===== config.mk =====
export PLATFORM = sky130hd
export DESIGN_NAME = serial_strobe_ack_byte_sender
export DESIGN_NICKNAME = d
export VERILOG_FILES = /design/src/sssab_pkg.sv /design/src/serial_strobe_ack_byte_sender.sv /design/src/sssab_cfg.sv /design/src/sssab_core.sv
export VERILOG_INCLUDE_DIRS = /design/src /design/src/src
export SDC_FILE = /design/constraint.sdc
export NUM_CORES = 1
export LEC_CHECK = 0
export BUFFER_PORTS_ARGS = -buffer_cell sky130_fd_sc_hd__buf_2
export CORE_ASPECT_RATIO = 1.5
export CORE_MARGIN = 2
export CORE_UTILIZATION = 45
export DETAILED_ROUTE_END_ITERATION = 10
export SLEW_MARGIN = 5
export SYNTH_ARGS = -nofsm -noshare
export SYNTH_HDL_FRONTEND = slang
export SYNTH_SLANG_ARGS = --single-unit
export TNS_END_PERCENT = 1

===== constraint.sdc =====
create_clock -name clk -period 4.6 [get_ports clk]
set_input_delay 0.92 -clock clk [delete_from_list [all_inputs] [get_ports clk]]
set_output_delay 0.92 -clock clk [all_outputs]
set_load 0.05 [all_outputs]

===== src/assert_macros.svh =====
// Assertion macros shared by the sender RTL.
`ifndef ASSERT_MACROS_SVH
`define ASSERT_MACROS_SVH

// Implication or plain property, checked on clk, off while rst_n is low.
`define ASSERT_CLK(lbl, prop, msg) \
    lbl: assert property (@(posedge clk) disable iff (!rst_n) prop) else $error(msg);

// Condition that must never be seen on a clock edge.
`define ASSERT_NEVER(lbl, expr, msg) \
    lbl: assert property (@(posedge clk) disable iff (!rst_n) !(expr)) else $error(msg);

`endif


===== src/sssab_pkg.sv =====
// Shared constants and types of the strobe/ACK byte sender.
package sssab_pkg;

    localparam int US_PER_MS     = 1000;
    localparam int BITS_PER_BYTE = 8;

    localparam int SETUP_W       = 9;
    localparam int SETUP_MIN     = 5;
    localparam int SETUP_MAX     = 500;
    localparam int SETUP_RESET   = 50;
    localparam int TIMEOUT_W     = 16;
    localparam int TIMEOUT_RESET = 1500;
    localparam int BYTE_W        = 8;

    localparam int CFG_ADDR_W    = 2;
    localparam int CFG_DATA_W    = 16;
    localparam int IN_DATA_W     = 16;
    localparam int OUT_DATA_W    = 8;

    // Watchdog limit in ticks and the counter that runs up to it.
    localparam longint unsigned LIMIT_MAX =
        ((64'd1 << TIMEOUT_W) - 64'd1) * longint'(US_PER_MS);
    localparam int LIMIT_W   = $clog2(LIMIT_MAX + 64'd1);
    localparam int BIT_CNT_W = $clog2(BITS_PER_BYTE + 1);

    typedef enum logic [CFG_ADDR_W-1:0] {
        REG_SETUP_US    = 2'd0,
        REG_DRY_RUN     = 2'd1,
        REG_ACK_TIMEOUT = 2'd2
    } cfg_reg_t;

    typedef struct packed {
        logic [SETUP_W-1:0] setup_us;
        logic               dry_run;
        logic [LIMIT_W-1:0] limit;
    } cfg_t;

    typedef struct packed {
        logic              start_req;
        logic [BYTE_W-1:0] byte_value;
        logic              ack_level;
        logic              abort_req;
    } item_t;

    typedef struct packed {
        logic online_n;
        logic strobe_n;
        logic data_line;
        logic busy_res;
        logic done_res;
        logic success;
        logic timed_out;
    } result_t;

endpackage


===== src/serial_strobe_ack_byte_sender.sv =====
// Top level of the strobe/ACK byte sender: channels, config port, result register.
//
// Each input item is one microsecond tick: start request with a byte, the
// sampled ACK level and an abort request. Each tick gives exactly one result
// item with the ONLINE/STROBE/DATA line levels after that tick plus busy,
// done, success and timeout status. The byte goes out LSB first, online mode
// with a strobe/ACK handshake per bit, dry-run mode with fixed strobe timing.
// The result of a tick is registered and is on m_axis in the cycle after the item
// is accepted. Throughput: one item per cycle while the receiver keeps up; the whole
// state step is a single combinational pass into the state and result registers.
// A result waiting in the output register does not block input while the
// receiver takes it in the same cycle; if the receiver stalls, s_axis_tready
// drops until the result is taken, and nothing is lost.
// Config writes (index 0 setup_us, 1 dry_run, 2 ack_wait_ms) are taken in
// any cycle and belong in idle time; setup_us is clamped to 5..500 on write.
// Reset: lines idle high, no transfer, setup_us 50, online mode, timeout
// 1500 ms, output register empty.
module serial_strobe_ack_byte_sender
    import sssab_pkg::*;
(
    input  logic                  clk,
    input  logic                  rst_n,

    input  logic                  s_axis_tvalid,
    output logic                  s_axis_tready,
    // [0] start_req, [8:1] byte_value, [9] ack_level, [10] abort_req, rest zero
    input  logic [IN_DATA_W-1:0]  s_axis_tdata,

    output logic                  m_axis_tvalid,
    input  logic                  m_axis_tready,
    // [0] online_n, [1] strobe_n, [2] data_line, [3] busy_res, [4] done_res,
    // [5] success, [6] timed_out, [7] zero
    output logic [OUT_DATA_W-1:0] m_axis_tdata,

    input  logic                  cfg_valid,
    output logic                  cfg_ready,
    input  logic [CFG_ADDR_W-1:0] cfg_addr,
    input  logic [CFG_DATA_W-1:0] cfg_data
);

`include "assert_macros.svh"

    cfg_t    cfg;
    item_t   item;
    result_t res;
    result_t out_res_reg;
    logic    out_valid_reg;
    logic    step;

    assign cfg_ready     = 1'b1;
    assign s_axis_tready = !out_valid_reg || m_axis_tready;
    assign step          = s_axis_tvalid && s_axis_tready;

    assign item.start_req  = s_axis_tdata[0];
    assign item.byte_value = s_axis_tdata[BYTE_W:1];
    assign item.ack_level  = s_axis_tdata[BYTE_W+1];
    assign item.abort_req  = s_axis_tdata[BYTE_W+2];

    sssab_cfg u_cfg
    (
        .clk     (clk),
        .rst_n   (rst_n),
        .wr_en   (cfg_valid && cfg_ready),
        .wr_addr (cfg_addr),
        .wr_data (cfg_data),
        .cfg     (cfg)
    );

    sssab_core u_core
    (
        .clk   (clk),
        .rst_n (rst_n),
        .step  (step),
        .item  (item),
        .cfg   (cfg),
        .res   (res)
    );

    always_ff @(posedge clk or negedge rst_n)
    begin
        if (!rst_n)
        begin
            out_valid_reg <= 1'b0;
        end
        else if (step)
        begin
            out_valid_reg <= 1'b1;
        end
        else if (m_axis_tready)
        begin
            out_valid_reg <= 1'b0;
        end
    end

    always_ff @(posedge clk)
    begin
        if (step)
        begin
            out_res_reg <= res;
        end
    end

    assign m_axis_tvalid = out_valid_reg;
    assign m_axis_tdata  = {1'b0,
                            out_res_reg.timed_out,
                            out_res_reg.success,
                            out_res_reg.done_res,
                            out_res_reg.busy_res,
                            out_res_reg.data_line,
                            out_res_reg.strobe_n,
                            out_res_reg.online_n};

    `ASSERT_CLK(a_done_ends_busy, out_valid_reg && out_res_reg.done_res |-> !out_res_reg.busy_res, "transfer reported done while still busy")
    `ASSERT_CLK(a_idle_lines_high, out_valid_reg && !out_res_reg.busy_res |-> out_res_reg.online_n && out_res_reg.strobe_n && out_res_reg.data_line, "lines not idle high outside a transfer")
    `ASSERT_NEVER(a_success_without_done, out_valid_reg && out_res_reg.success && !out_res_reg.done_res, "success flagged without done")

endmodule


===== src/sssab_cfg.sv =====
// Configuration registers: setup delay clamp, mode bit, watchdog limit in ticks.
module sssab_cfg
    import sssab_pkg::*;
(
    input  logic                  clk,
    input  logic                  rst_n,
    input  logic                  wr_en,
    input  logic [CFG_ADDR_W-1:0] wr_addr,
    input  logic [CFG_DATA_W-1:0] wr_data,
    output cfg_t                  cfg
);

    logic [SETUP_W-1:0] setup_reg;
    logic [SETUP_W-1:0] setup_next;
    logic               dry_reg;
    logic [LIMIT_W-1:0] limit_reg;
    logic [LIMIT_W-1:0] limit_next;

    always_comb
    begin
        setup_next = wr_data[SETUP_W-1:0];
        if (setup_next < SETUP_W'(SETUP_MIN))
        begin
            setup_next = SETUP_W'(SETUP_MIN);
        end
        else if (setup_next > SETUP_W'(SETUP_MAX))
        begin
            setup_next = SETUP_W'(SETUP_MAX);
        end
        // ms to ticks once, at write time
        limit_next = LIMIT_W'(wr_data[TIMEOUT_W-1:0]) * LIMIT_W'(US_PER_MS);
    end

    always_ff @(posedge clk or negedge rst_n)
    begin
        if (!rst_n)
        begin
            setup_reg <= SETUP_W'(SETUP_RESET);
            dry_reg   <= 1'b0;
            limit_reg <= LIMIT_W'(TIMEOUT_RESET * US_PER_MS);
        end
        else if (wr_en)
        begin
            case (wr_addr)
                REG_SETUP_US:    setup_reg <= setup_next;
                REG_DRY_RUN:     dry_reg   <= wr_data[0];
                REG_ACK_TIMEOUT: limit_reg <= limit_next;
                default:         ;
            endcase
        end
    end

    assign cfg.setup_us = setup_reg;
    assign cfg.dry_run  = dry_reg;
    assign cfg.limit    = limit_reg;

endmodule


===== src/sssab_core.sv =====
// Transfer state machine: advances one step per accepted tick item.
module sssab_core
    import sssab_pkg::*;
(
    input  logic    clk,
    input  logic    rst_n,
    input  logic    step,
    input  item_t   item,
    input  cfg_t    cfg,
    output result_t res
);

    typedef enum logic [2:0] {
        PH_IDLE    = 3'd0,
        PH_SETUP   = 3'd1,
        PH_WAIT_HI = 3'd2,
        PH_WAIT_LO = 3'd3,
        PH_DRY1    = 3'd4,
        PH_DRY2    = 3'd5,
        PH_DRY3    = 3'd6
    } phase_t;

    typedef struct packed {
        logic online_n;
        logic strobe_n;
        logic data_line;
    } pins_t;

    localparam pins_t PINS_IDLE = '{online_n: 1'b1, strobe_n: 1'b1, data_line: 1'b1};

    phase_t               phase_reg;
    phase_t               phase_next;
    logic [BYTE_W-1:0]    shift_reg;
    logic [BYTE_W-1:0]    shift_next;
    logic [BIT_CNT_W-1:0] bit_cnt_reg;
    logic [BIT_CNT_W-1:0] bit_cnt_next;
    logic [SETUP_W-1:0]   delay_reg;
    logic [SETUP_W-1:0]   delay_next;
    logic [LIMIT_W-1:0]   wait_reg;
    logic [LIMIT_W-1:0]   wait_next;
    logic                 tflag_reg;
    logic                 tflag_next;
    pins_t                pins_reg;
    pins_t                pins_next;

    logic                 done;
    logic                 ok;
    logic [SETUP_W-1:0]   delay_inc;
    logic                 delay_over;
    logic [BIT_CNT_W-1:0] bit_inc;
    logic                 last_bit;
    logic                 ack_hit;

    always_comb
    begin
        phase_next   = phase_reg;
        shift_next   = shift_reg;
        bit_cnt_next = bit_cnt_reg;
        delay_next   = delay_reg;
        wait_next    = wait_reg;
        tflag_next   = tflag_reg;
        pins_next    = pins_reg;
        done         = 1'b0;
        ok           = 1'b0;

        // delay counter stops at setup_us; a lowered setup ends the delay now
        delay_inc  = (delay_reg < cfg.setup_us) ? delay_reg + 1'b1 : delay_reg;
        delay_over = (delay_inc >= cfg.setup_us);
        bit_inc    = bit_cnt_reg + 1'b1;
        last_bit   = (bit_inc >= BIT_CNT_W'(BITS_PER_BYTE));
        ack_hit    = (phase_reg == PH_WAIT_HI) ? item.ack_level : !item.ack_level;

        case (phase_reg)
            PH_IDLE:
            begin
                if (item.start_req)
                begin
                    tflag_next         = 1'b0;
                    shift_next         = item.byte_value;
                    bit_cnt_next       = '0;
                    pins_next.online_n = 1'b0;
                    if (cfg.dry_run)
                    begin
                        pins_next.data_line = item.byte_value[0];
                        delay_next          = '0;
                        phase_next          = PH_DRY1;
                    end
                    else if (item.abort_req)
                    begin
                        done = 1'b1;
                    end
                    else
                    begin
                        pins_next.data_line = item.byte_value[0];
                        delay_next          = '0;
                        phase_next          = PH_SETUP;
                    end
                end
            end
            PH_SETUP:
            begin
                delay_next = delay_inc;
                if (delay_over)
                begin
                    pins_next.strobe_n = 1'b0;
                    wait_next          = '0;
                    phase_next         = PH_WAIT_HI;
                end
            end
            PH_WAIT_HI, PH_WAIT_LO:
            begin
                if (ack_hit)
                begin
                    if (phase_reg == PH_WAIT_HI)
                    begin
                        pins_next.strobe_n = 1'b1;
                        wait_next          = '0;
                        phase_next         = PH_WAIT_LO;
                    end
                    else
                    begin
                        shift_next   = shift_reg >> 1;
                        bit_cnt_next = bit_inc;
                        if (last_bit)
                        begin
                            done = 1'b1;
                            ok   = 1'b1;
                        end
                        else if (item.abort_req)
                        begin
                            done = 1'b1;
                        end
                        else
                        begin
                            pins_next.data_line = shift_reg[1];
                            delay_next          = '0;
                            phase_next          = PH_SETUP;
                        end
                    end
                end
                else if (wait_reg >= cfg.limit)
                begin
                    // watchdog wins over abort, but abort keeps the flag clear
                    tflag_next = !item.abort_req;
                    done       = 1'b1;
                end
                else if (item.abort_req)
                begin
                    tflag_next = 1'b0;
                    done       = 1'b1;
                end
                else
                begin
                    wait_next = wait_reg + 1'b1;
                end
            end
            PH_DRY1:
            begin
                delay_next = delay_inc;
                if (delay_over)
                begin
                    pins_next.strobe_n = 1'b0;
                    delay_next         = '0;
                    phase_next         = PH_DRY2;
                end
            end
            PH_DRY2:
            begin
                delay_next = delay_inc;
                if (delay_over)
                begin
                    pins_next.strobe_n = 1'b1;
                    delay_next         = '0;
                    phase_next         = PH_DRY3;
                end
            end
            PH_DRY3:
            begin
                delay_next = delay_inc;
                if (delay_over)
                begin
                    shift_next   = shift_reg >> 1;
                    bit_cnt_next = bit_inc;
                    if (item.abort_req)
                    begin
                        done = 1'b1;
                    end
                    else if (last_bit)
                    begin
                        done = 1'b1;
                        ok   = 1'b1;
                    end
                    else
                    begin
                        pins_next.data_line = shift_reg[1];
                        delay_next          = '0;
                        phase_next          = PH_DRY1;
                    end
                end
            end
            default:
            begin
                phase_next = PH_IDLE;
                pins_next  = PINS_IDLE;
            end
        endcase

        if (done)
        begin
            phase_next = PH_IDLE;
            pins_next  = PINS_IDLE;
        end
    end

    always_ff @(posedge clk or negedge rst_n)
    begin
        if (!rst_n)
        begin
            phase_reg   <= PH_IDLE;
            shift_reg   <= '0;
            bit_cnt_reg <= '0;
            delay_reg   <= '0;
            wait_reg    <= '0;
            tflag_reg   <= 1'b0;
            pins_reg    <= PINS_IDLE;
        end
        else if (step)
        begin
            phase_reg   <= phase_next;
            shift_reg   <= shift_next;
            bit_cnt_reg <= bit_cnt_next;
            delay_reg   <= delay_next;
            wait_reg    <= wait_next;
            tflag_reg   <= tflag_next;
            pins_reg    <= pins_next;
        end
    end

    assign res.online_n  = pins_next.online_n;
    assign res.strobe_n  = pins_next.strobe_n;
    assign res.data_line = pins_next.data_line;
    assign res.busy_res  = (phase_next != PH_IDLE);
    assign res.done_res  = done;
    assign res.success   = done && ok;
    assign res.timed_out = tflag_next;

endmodule

==> impl_metrics.yaml <==
power:
  switching_share: 0.408
  p_int_mw: 2.87
  pwr-share-clk: 0.164
  seqPwrFrac: 0.243
  combinationalPowerShare: 0.593
  p_leak_nw: 4.69
  vdd_drop_max_mv: 0.412
  p_switching_mw: 1.98
  powerDensity_nw_per_um2: 470
sta:
  rsz0062_at_grt: "yes"
  finalCritPeriodShare: 0.988
  maxClockFrequency_mhz: 220
  layout_min_cycle_time_ps: 4550
  finalHoldViolations: 0
  timing_worst_slew_pin_value_ps: 1010
  setup_viol: 0
  finClkSkew_ps: 10.6
  relSlewSlack: 0.325
  maxSlewViolCount: 0
yosys:
  synth_top_cell_by_area: "dfrtp_1"
  synthTopCellsByCount: "ha_1, nand2_1, inv_1"
  yosysMostFrequentCell: "ha_1"
  ys.flop_type: "dfrtp_1"
  syn-num-nets: 1119
  ys_seq_area_frac: 0.277
  synth-seq-cells: 94
  async_flop_share: 0.926
  synth.cell_area_um2: 8690
  yosys-top-cells-area: "dfrtp_1, ha_1, fa_1, dfstp_2, nand2_1"
  yosysWarnings: 0
  synth_area_per_cell_um2: 9.46
  synth_top_area_frac: 0.204
  syn_inst: 919
  synth_cell_type_count: 70
  synth_edf_count: 7
finish:
  regArea_um2: 2410
  multiInputGateArea_um2: 5990
  drive_gt1_frac: 0.212
  fillers: 1812
  utilization: 0.540
  final_cells: 1297
  area_growth_pct: 18.4
  antennaDiodeCount: 0
  largest_reg_flops: 26
  fin_nets: 1236
setup_path:
  worstSetupEndpointType: "flip-flop"
  cp_data_required_time_ps: 4860
  start_kind: "input port"
  path_max_fanout: 5
  path_class: "in -> reg"
  cp.arrival_ps: 4810
floorplan:
  coreArea_um2: 19100
  die_y_um: 174
  die_x_um: 117
  die_area_um2: 20500
  start_util: 0.456
  ios: 50
  num_rows: 62
grt:
  overflow: 0
  grt_util_all_layers: 0.211
  grt_pass1_vias: 7464
  grt_max_degree: 65
  grt_pass1_wl_um: 35300
  antenna_found_initial: 0
clock_tree:
  cts_buffers: 9
  insertion_delay_ps: 360
  cts_root_buffer: "clkbuf_16"
  clkTransAtPathRegs_ps: 70
  h-tree-depth: 3
  cts_tree: "done"
  ctsHoldBuffers: 0
  clock_path_buffers: 2
  cts.sinks: 94
place:
  hpwl_um: 16200
  numPortBuffers: 42
  dp_cells: 1278
  place.gp.congestion: 0.887
routing:
  drt-initial-drc-count: 511
  vias: 7184
  vias_per_cell: 5.54
  ant_nets: 0
  first_pass_iters: 5
  wl_um: 20700
  drcViolationCount: 0
  wire_per_inst_um: 16.0
min_path:
  hold_path_class: "reg -> reg"
status:
  outcome: "completed"
run:
  cap_violations: 0
logic make-up after synthesis:
logic type / Yosys count / synth area share
muxes: 25 / 0.0308
xor gates and xnor gates: 25 / 0.0252
DFF: 94 / 0.277
adders and majority gates: 161 / 0.278
other: 2 / 0.000864
buffers and inverters: 115 / 0.0521
AOI/OAI and AO/OA: 244 / 0.194
and+or+nand+nor: 253 / 0.142
routing by layer:
| layer | wire, um | global-route usage | up-vias |
|---|---|---|---|
| met3 | 469 | 0.0256 | 34 |
| met2 | 11500 | 0.401 | 131 |
| li1 | - | - | 3552 |
| met5 | 0 | 0 | - |
| met4 | 460 | 0.0698 | 0 |
| met1 | 8300 | 0.243 | 3467 |
cell usage in the layout (no fill, tap or decap), drive strengths merged, types with 14 or more instances in the layout:
master  synthesis  routed
o21ai          62      62
ha            107     107
clkbuf         23      14
inv            83      84
dfstp          16      16
o31ai          22      22
nand3          24      24
nand2b         21      21
nand2          90      90
a21oi          41      41
fa             54      54
dfrtp          71      71
mux2           14      14
buf             9     136
o311ai         18      18
nor3           15      15
nor2           41      41
power groups by stage:
stage | sequential [mW] | clock, mW | combinational (mW)
2_1_floorplan | 1.17 | 0 | 1.81
3_3_place_gp | 1.18 | 0 | 2.64
3_5_place_dp | 1.19 | 0 | 2.69
4_1_cts | 1.18 | 0.813 | 2.76
5_1_grt | 1.20 | 0.848 | 3.25
6_report | 1.18 | 0.794 | 2.87
worst paths after layout:
kind                                                start  depth (start not counted)                         endpoint  slack, ps
max                                           cfg_data[5]                         13  u_cfg.limit_reg[23]$_DFFE_PN0P_         50
min in group asynchronous                           rst_n                          1   u_core.wait_reg[3]$_DFFE_PN0P_        650
min                        u_core.pins_reg[2]$_DFFE_PN1P_                          2   u_core.pins_reg[2]$_DFFE_PN1P_        480
min reg2reg                u_core.pins_reg[2]$_DFFE_PN1P_                          2   u_core.pins_reg[2]$_DFFE_PN1P_        480
max in group asynchronous                           rst_n                          2   u_core.pins_reg[1]$_DFFE_PN1P_       3090
max reg2reg                u_cfg.setup_reg[5]$_DFFE_PN1P_                         17  u_core.wait_reg[19]$_DFFE_PN0P_        230
repair_timing:
item,CTS,global route
gates resized for setup,9,25
pin swaps,1,16
setup endpoints to repair,13,63
buffers inserted,0,3
stage by stage:
step / worst slack, ps / hold slack [ps] / TNS, ps / cell area (um2) / power [mW]
6_report: 54.8 / 476 / 0 / 10300 / 4.84
5_1_grt: -86.7 / 502 / -350 / 10300 / 5.30
4_1_cts: -17.3 / 473 / -17.3 / 10200 / 4.74
3_5_place_dp: -596 / 461 / -3450 / 9800 / 3.88
3_3_place_gp: -519 / 457 / -2760 / 9800 / 3.83
2_1_floorplan: -51.5 / 448 / -71.4 / 8690 / 2.97
worst max-delay path, stage by stage:
cell      delay, ps
clkbuf_4        160
fa_1            520
fa_1            580
fa_1            450
fa_1            470
ha_1            320
a21o_1          200
a21oi_2         180
o22ai_1         130
a31o_4          250
o211a_1         240
o21a_1          180
o31ai_2         220
layout make-up:
class                           instances  area share
Inverter                               83      0.0303
Clock inverter                          4     0.00523
Sequential cell                        94       0.234
Multi-Input combinational cell        710       0.582
Tap cell                              256      0.0311
Clock buffer                           12      0.0250
Timing Repair Buffer                  138      0.0924
No activity file was read; power rests on OpenSTA's default activity.
